## config.mk

```make
export PLATFORM = sky130hd
export DESIGN_NAME = command_line_tokenizer
export DESIGN_NICKNAME = d
export VERILOG_FILES = /design/src/rtl/core/clt_pkg.sv /design/src/rtl/core/command_line_tokenizer.sv /design/src/rtl/core/clt_parse.sv /design/src/rtl/core/clt_resq.sv
export SDC_FILE = /design/constraint.sdc
export NUM_CORES = 1
export LEC_CHECK = 0
export BUFFER_PORTS_ARGS = -buffer_cell sky130_fd_sc_hd__buf_2
export CAP_MARGIN = 10
export CELL_PAD_IN_SITES_DETAIL_PLACEMENT = 1
export CELL_PAD_IN_SITES_GLOBAL_PLACEMENT = 1
export CORE_MARGIN = 2
export CORE_UTILIZATION = 38
export DETAILED_ROUTE_END_ITERATION = 8
export PLACE_DENSITY = 0.6
export SLEW_MARGIN = 20
export SYNTH_ARGS = -nofsm -noshare
export SYNTH_HDL_FRONTEND = slang
export SYNTH_HIERARCHICAL = 1
export SYNTH_SLANG_ARGS = --single-unit
```

## constraint.sdc

```tcl
create_clock -name clk -period 14.91 [get_ports clk]
set_input_delay 0.7455 -clock clk [delete_from_list [all_inputs] [get_ports clk]]
set_output_delay 0.7455 -clock clk [all_outputs]
set_load 0.01 [all_outputs]
```

## src/rtl/core/clt_pkg.sv

```systemverilog
// Shared types and helpers for the command line tokenizer.
// Result beat layout, per-byte step bundle and the token limit ceiling.
// No dependencies.
package clt_pkg;

	localparam logic [10:0] MAX_TOKENS = 11'd1024;

	typedef enum logic [1:0] {
		KIND_CHAR = 2'd0,
		KIND_END  = 2'd1,
		KIND_EOL  = 2'd2
	} kind_t;

	typedef struct packed {
		logic        last;
		logic [10:0] token_count;
		logic [9:0]  token_index;
		logic [7:0]  out_char;
		kind_t       kind;
	} result_t;

	// Up to three results from one byte, with their number.
	typedef struct packed {
		result_t [2:0] res;
		logic [1:0]    cnt;
	} step_t;

	function automatic result_t make_result(kind_t k, logic [7:0] ch, logic [9:0] idx,
		logic [10:0] count);
		result_t r;
		r.last        = 1'b0;
		r.token_count = count;
		r.token_index = idx;
		r.out_char    = ch;
		r.kind        = k;
		return r;
	endfunction

	function automatic logic [9:0] index_of(logic [10:0] tokens);
		logic [10:0] d;
		d = tokens - 11'd1;
		return d[9:0];
	endfunction

endpackage

```

## src/rtl/core/command_line_tokenizer.sv

```systemverilog
// Streaming command line tokenizer, one byte in per beat.
// Slave channel: s_axis_tdata carries one byte of the line; byte zero ends it.
// Master channel: one result per beat; tdata holds kind, character, token
// index and token count, tlast marks the final result caused by a byte.
// Config: token_limit_we writes token_limit_wdata into the token limit.
// A byte's results pass through the input register and then the result queue.
// Throughput: one byte per cycle while each byte causes at most one result and the
// receiver takes every beat; the result queue drains one beat per cycle, so a byte
// causing two or three results (end of token, end of line) holds the input back.
// The input register steps the parser only when the queue has room for three.
// Reset clears the parse state, empties the queue and sets the limit to 1024.
// When the receiver stalls the queue fills, the input register holds its byte
// and s_axis_tready falls; nothing is lost.
// Depends on clt_pkg, clt_parse and clt_resq.
module command_line_tokenizer import clt_pkg::*; (
	input  logic        clk,
	input  logic        arst_n,
	input  logic        s_axis_tvalid,
	output logic        s_axis_tready,
	input  logic [7:0]  s_axis_tdata,      // [7:0] char_in
	output logic        m_axis_tvalid,
	input  logic        m_axis_tready,
	output logic [31:0] m_axis_tdata,      // [1:0] kind, [9:2] out_char,
	                                       // [19:10] token_index, [30:20] token_count
	output logic        m_axis_tlast,
	input  logic        token_limit_we,
	input  logic [10:0] token_limit_wdata
);

	logic       valid_s1;
	logic [7:0] char_s1;
	logic       room;
	logic       advance;
	step_t      step_res;
	result_t    head;

	assign advance       = valid_s1 && room;
	assign s_axis_tready = !valid_s1 || advance;

	always_ff @(posedge clk or negedge arst_n) begin
		if (!arst_n) begin
			valid_s1 <= 1'b0;
		end else if (s_axis_tready) begin
			valid_s1 <= s_axis_tvalid;
		end
	end

	always_ff @(posedge clk) begin
		if (s_axis_tready && s_axis_tvalid) begin
			char_s1 <= s_axis_tdata;
		end
	end

	clt_parse u_parse (
		.clk               (clk),
		.arst_n            (arst_n),
		.step              (advance),
		.char_in           (char_s1),
		.token_limit_we    (token_limit_we),
		.token_limit_wdata (token_limit_wdata),
		.step_out          (step_res)
	);

	clt_resq u_resq (
		.clk       (clk),
		.arst_n    (arst_n),
		.push      (advance),
		.push_data (step_res),
		.room      (room),
		.out_valid (m_axis_tvalid),
		.out_ready (m_axis_tready),
		.out_data  (head)
	);

	assign m_axis_tdata = {1'b0, head.token_count, head.token_index, head.out_char, head.kind};
	assign m_axis_tlast = head.last;

endmodule

```

## src/rtl/core/clt_parse.sv

```systemverilog
// Tokenizer state and the single-pass byte step producing up to three results.
// Holds the token limit register. Depends on clt_pkg.
module clt_parse import clt_pkg::*; (
	input  logic        clk,
	input  logic        arst_n,
	input  logic        step,
	input  logic [7:0]  char_in,
	input  logic        token_limit_we,
	input  logic [10:0] token_limit_wdata,
	output step_t       step_out
);

	typedef enum logic [2:0] {
		M_BETWEEN = 3'd0,
		M_PLAIN   = 3'd1,
		M_QUOTED  = 3'd2,
		M_BLOCK   = 3'd3,
		M_IGNORE  = 3'd4
	} mode_t;

	localparam logic [7:0] CH_SPACE = 8'h20;
	localparam logic [7:0] CH_QUOTE = 8'h22;
	localparam logic [7:0] CH_SLASH = 8'h2f;
	localparam logic [7:0] CH_STAR  = 8'h2a;
	localparam logic [7:0] CH_NUL   = 8'h00;

	mode_t       mode_q, mode_d;
	logic        slash_q, slash_d;
	logic        star_q, star_d;
	logic [10:0] tok_q, tok_d;
	logic [10:0] limit_q;
	logic [10:0] lim;
	logic        consumed;
	logic [1:0]  n;
	result_t [2:0] res;

	assign lim = (limit_q > MAX_TOKENS) ? MAX_TOKENS : limit_q;

	always_comb begin
		mode_d   = mode_q;
		slash_d  = slash_q;
		star_d   = star_q;
		tok_d    = tok_q;
		consumed = 1'b0;
		n        = 2'd0;
		res      = '0;

		if (slash_d) begin
			slash_d = 1'b0;
			if (mode_d == M_BETWEEN) begin
				if (char_in == CH_SLASH) begin
					mode_d   = M_IGNORE;
					consumed = 1'b1;
				end else if (char_in == CH_STAR) begin
					mode_d   = M_BLOCK;
					star_d   = 1'b1;
					consumed = 1'b1;
				end else if (tok_d >= lim) begin
					mode_d = M_IGNORE;
				end else begin
					tok_d  = tok_d + 11'd1;
					mode_d = M_PLAIN;
					res[n] = make_result(KIND_CHAR, CH_SLASH, index_of(tok_d), '0);
					n      = n + 2'd1;
				end
			end else if (mode_d == M_PLAIN) begin
				if (char_in == CH_SLASH || char_in == CH_STAR) begin
					res[n]   = make_result(KIND_END, '0, index_of(tok_d), '0);
					n        = n + 2'd1;
					consumed = 1'b1;
					if (char_in == CH_SLASH) begin
						mode_d = M_IGNORE;
					end else begin
						mode_d = M_BLOCK;
						star_d = 1'b1;
					end
				end else begin
					res[n] = make_result(KIND_CHAR, CH_SLASH, index_of(tok_d), '0);
					n      = n + 2'd1;
				end
			end
		end

		if (char_in == CH_NUL) begin
			if (mode_d == M_PLAIN || mode_d == M_QUOTED) begin
				res[n] = make_result(KIND_END, '0, index_of(tok_d), '0);
				n      = n + 2'd1;
			end
			res[n]  = make_result(KIND_EOL, '0, '0, tok_d);
			n       = n + 2'd1;
			mode_d  = M_BETWEEN;
			slash_d = 1'b0;
			star_d  = 1'b0;
			tok_d   = '0;
		end else if (!consumed) begin
			unique case (mode_d)
				M_BETWEEN: begin
					if (char_in > CH_SPACE) begin
						if (char_in == CH_SLASH) begin
							slash_d = 1'b1;
						end else if (tok_d >= lim) begin
							mode_d = M_IGNORE;
						end else begin
							tok_d = tok_d + 11'd1;
							if (char_in == CH_QUOTE) begin
								mode_d = M_QUOTED;
							end else begin
								mode_d = M_PLAIN;
								res[n] = make_result(KIND_CHAR, char_in, index_of(tok_d), '0);
								n      = n + 2'd1;
							end
						end
					end
				end
				M_PLAIN: begin
					if (char_in <= CH_SPACE || char_in == CH_QUOTE) begin
						res[n] = make_result(KIND_END, '0, index_of(tok_d), '0);
						n      = n + 2'd1;
						mode_d = M_BETWEEN;
						if (char_in == CH_QUOTE) begin
							if (tok_d >= lim) begin
								mode_d = M_IGNORE;
							end else begin
								tok_d  = tok_d + 11'd1;
								mode_d = M_QUOTED;
							end
						end
					end else if (char_in == CH_SLASH) begin
						slash_d = 1'b1;
					end else begin
						res[n] = make_result(KIND_CHAR, char_in, index_of(tok_d), '0);
						n      = n + 2'd1;
					end
				end
				M_QUOTED: begin
					if (char_in == CH_QUOTE) begin
						res[n] = make_result(KIND_END, '0, index_of(tok_d), '0);
						n      = n + 2'd1;
						mode_d = M_BETWEEN;
					end else begin
						res[n] = make_result(KIND_CHAR, char_in, index_of(tok_d), '0);
						n      = n + 2'd1;
					end
				end
				M_BLOCK: begin
					if (star_d && char_in == CH_SLASH) begin
						mode_d = M_BETWEEN;
						star_d = 1'b0;
					end else begin
						star_d = (char_in == CH_STAR);
					end
				end
				default: begin
				end
			endcase
		end

		unique case (n)
			2'd1:    res[0].last = 1'b1;
			2'd2:    res[1].last = 1'b1;
			2'd3:    res[2].last = 1'b1;
			default: begin
			end
		endcase

		step_out.res = res;
		step_out.cnt = n;
	end

	always_ff @(posedge clk or negedge arst_n) begin
		if (!arst_n) begin
			mode_q  <= M_BETWEEN;
			slash_q <= 1'b0;
			star_q  <= 1'b0;
			tok_q   <= '0;
			limit_q <= MAX_TOKENS;
		end else begin
			if (step) begin
				mode_q  <= mode_d;
				slash_q <= slash_d;
				star_q  <= star_d;
				tok_q   <= tok_d;
			end
			if (token_limit_we) begin
				limit_q <= token_limit_wdata;
			end
		end
	end

endmodule

```

## src/rtl/core/clt_resq.sv

```systemverilog
// Four-entry result queue: takes up to three results per cycle, gives one
// per cycle while out_ready is high. Depends on clt_pkg.
module clt_resq import clt_pkg::*; (
	input  logic    clk,
	input  logic    arst_n,
	input  logic    push,
	input  step_t   push_data,
	output logic    room,
	output logic    out_valid,
	input  logic    out_ready,
	output result_t out_data
);

	result_t    mem_q [4];
	logic [1:0] wp_q, rp_q;
	logic [2:0] count_q;
	logic       pop;
	logic [1:0] push_n;

	assign pop       = out_valid && out_ready;
	assign push_n    = push ? push_data.cnt : 2'd0;
	assign room      = (count_q <= 3'd1);
	assign out_valid = (count_q != 3'd0);
	assign out_data  = mem_q[rp_q];

	always_ff @(posedge clk) begin
		for (int i = 0; i < 3; i++) begin
			if (2'(i) < push_n) begin
				mem_q[wp_q + 2'(i)] <= push_data.res[i];
			end
		end
	end

	always_ff @(posedge clk or negedge arst_n) begin
		if (!arst_n) begin
			wp_q    <= '0;
			rp_q    <= '0;
			count_q <= '0;
		end else begin
			wp_q    <= wp_q + push_n;
			rp_q    <= rp_q + {1'b0, pop};
			count_q <= count_q + {1'b0, push_n} - {2'b0, pop};
		end
	end

endmodule
```

==> results.sh <==
export IMPL_multi_input_area_sq_um=7950
export IMPL_rows=69
export IMPL_num_vias=9845
export IMPL_path_common_cell="inv_1"
export IMPL_critPathCaptureType="flip-flop"
export IMPL_wl_per_cell_um=24.8
export IMPL_yosysTopAreaCell="edfxtp_1"
export IMPL_worst_slack_ns=6.85
export IMPL_synth_edf_count=136
export IMPL_clk_latency_ns=0.45
export IMPL_synth_compound_area_share_pct=9.20
export IMPL_relSlewSlack_pct=31.9
export IMPL_globalplace_congestion=0.873
export IMPL_power_density_nw_per_um2=166
export IMPL_start_util_pct=38.2
export IMPL_htreeDepth=4
export IMPL_yosys_top_cells_area="edfxtp_1 (30%), mux2_2 (17%), dfrtp_1 (6.3%), mux4_2 (5.3%), mux2_4 (5.1%)"
export IMPL_async_reset_ff_share_pct=20.5
export IMPL_crit_buf_inv=4
export IMPL_ys_ff_latch=171
export IMPL_maxSlewViolCount=0
export IMPL_synthCells=1205
export IMPL_grt_pass1_wl_mm=64.6
export IMPL_finalCritPeriodShare_pct=54.0
export IMPL_fill_cells=3855
export IMPL_synth_top_area_share_pct=30.2
export IMPL_drc=0
export IMPL_hold_viol=0
export IMPL_r2r_start="u_parse/limit_q[10]$_DFFE_PN1P_"
export IMPL_dp_cells=1674
export IMPL_slowest_stage="nand4b_4"
export IMPL_synth_xor_area_share_pct=3.41
export IMPL_dieArea_sq_um=37100
export IMPL_maxCapViolCount=0
export IMPL_cts_repair_resized=0
export IMPL_start_kind="flip-flop"
export IMPL_numPortBuffers=57
export IMPL_syn_area_sq_um=13500
export IMPL_antenna_found_initial=0
export IMPL_cp_data_arrival_time_ns=8.25
export IMPL_synth_fa_ha_area_share_pct=3.48
export IMPL_crit_family="simple AND/OR/NAND/NOR gates"
export IMPL_rsz0062_at_grt="no"
export IMPL_synth_top_family_by_area="multiplexers"
export IMPL_core_area_sq_um=35300
export IMPL_grt_pass1_vias=10500
export IMPL_antenna_cells=0
export IMPL_drtPass1Iterations=6
export IMPL_viasPerCell=5.77
export IMPL_grt_ovfl_total=0
export IMPL_vdd_drop_max_uv=101
export IMPL_final_common_cell="mux2_2"
export IMPL_fin_nets=1293
export IMPL_synth_main_ff_cell="edfxtp_1"
export IMPL_instances_no_fill=1705
export IMPL_setup_tns_ns=0
export IMPL_finClkSkew_ns=0.0121
export IMPL_worstPathRequired_ns=15.11
export IMPL_fp_dieW_um=193
export IMPL_clockBufferDepth=2
export IMPL_grt_use_total_pct=23.6
export IMPL_regArea_sq_um=4960
export IMPL_path_class="flip-flop to flip-flop"
export IMPL_muxShareOfSynthArea_pct=29.4
export IMPL_initialDrtViolationCount=572
export IMPL_cts_buffers=17
export IMPL_path_cells="inv_1 > nand2_1 > ha_1 > a211oi_1 > nor2_1 > or4_4 > o31ai_1 > and2_1 > inv_1 > ha_1 > o21a_1 > o2111ai_1 > a21oi_1 > a2111oi_1 > buf_4 > nand3_1 > nor2_1 > a22oi_1 > o22a_1 > inv_1 > nand4b_4 > mux2_4 > mux2_2"
export IMPL_syn2layout_area_growth_pct=8.66
export IMPL_final_layout_size_suffix_gt1_share_pct=34.2
export IMPL_status="complete, no violations"
export IMPL_grt_max_degree=36
export IMPL_ys_warn_count=6
export IMPL_path_max_fanout=32
export IMPL_cts_sinks=171
export IMPL_die_y_um=193
export IMPL_holdCritPathClass="input pin to async pin"
export IMPL_fmax_mhz=124
export IMPL_synthSimpleGateAreaFrac_pct=12.5
export IMPL_cellLeakagePower_nw=5.86
export IMPL_post_place_ws_ns=6.92
export IMPL_postRouteAntennaNets=0
export IMPL_worst_pin_slew_ns=1.02
export IMPL_final_cell_mix="mux2_2 (202), edfxtp_1 (136), nor2_1 (91)"
export IMPL_clk_pin_slew_ns=0.07
export IMPL_avgSynthCellArea_sq_um=11.2
export IMPL_ys_seq_area_share_pct=36.7
export IMPL_post_cts_buffers=0
export IMPL_cts_hold_buf=0
export IMPL_final_min_clock_period_ns=8.06
export IMPL_totalWireLength_mm=42.3
export IMPL_setup_viol=0
export IMPL_ioPinCount=59
export IMPL_synth_cell_types=91
export IMPL_hpwl_mm=28.7
export IMPL_worstSetupStartpoint="u_parse/limit_q[10]$_DFFE_PN1P_"
export IMPL_cts_tree="built"
export IMPL_cp_slowest_stage_delay_ns=0.85
export IMPL_cts_root_buf="clkbuf_16"
## final timing paths
check / endpoint / slack [ns] / cells after the start
max: u_resq/mem_q[3][24]$_DFFE_PP_ / 6.85 / 23
min: u_parse/mode_q[0]$_DFFE_PN0P_ / 0.44 / 1
max reg2reg: u_resq/mem_q[3][24]$_DFFE_PP_ / 6.85 / 23
min reg2reg: u_parse/star_q$_DFFE_PN0P_ / 0.52 / 2
max in group asynchronous: u_resq/rp_q[0]$_DFF_PN0_ / 13.82 / 1
min in group clk: char_s1[0]$_DFFE_PP_ / 0.48 / 1
## cells in the mapped netlist, types with 12 or more instances
library cell / number
a21oi_1: 28
and2_1: 16
and3_1: 12
buf_2: 26
buf_4: 24
clkbuf_1: 31
dfrtp_1: 34
edfxtp_1: 136
ha_1: 36
inv_1: 44
mux2_1: 21
mux2_2: 202
mux2_4: 46
mux4_2: 32
nand2_1: 69
nand3_1: 28
nor2_1: 91
nor3_1: 27
o21ai_0: 35
o22ai_1: 17
xnor2_1: 40
## sequential cells by signal, summed over array words and instances, names as in the netlist
register         flops
u_parse/limit_q     11
u_parse/slash_q      1
u_resq/mem_q       128
u_parse/star_q       1
char_s1              8
u_resq/wp_q          2
u_resq/count_q       3
u_parse/tok_q       11
valid_s1             1
u_resq/rp_q          2
u_parse/mode_q       3
## power breakdown
group,total (mW),switching (mW),internal [mW]
combinational,1.26,0.669,0.588
sequential,0.741,0.0820,0.659
clock,0.436,0.206,0.230
total,2.43,0.956,1.48
## cells by family (layout without fill, tap and decap cells)
logic type,Yosys count,in the layout
other cells,2,20
compound gates,183,183
simple gates,321,321
mux,306,306
flops,171,171
fa+ha+maj,37,37
xor+xnor,48,48
buf+inv,137,158
## layer usage
layer / global-route usage [%] / wire length, um / up-vias
met3: 3.22 / 1410 / 47
met2: 40.3 / 20800 / 191
met1: 31.1 / 19200 / 5023
met4: 6.81 / 929 / 0
met5: 0 / 0 / -
li1: - / - / 4584
## metrics by stage
stage	instance area (sq um)	power, mW	utilization (%)	hold WS [ns]
global route	14700	2.59	41.6	0.456
detailed placement	14100	2.00	40.0	0.498
global placement	14100	1.98	40.0	0.496
floorplan	13600	1.63	-	0.450
CTS	14700	2.45	41.6	0.448
finish	14700	2.43	41.6	0.444
## cell type report
cell class / instances / share of cell area [%]
inverter: 46 / 1.18
clock inverter: 13 / 0.793
sequential: 171 / 33.8
timing repair buffer: 81 / 3.17
clock buffer: 18 / 2.92
tap: 461 / 3.93
multi-input combinational: 915 / 54.2
(Power assumes the default switching activity.)
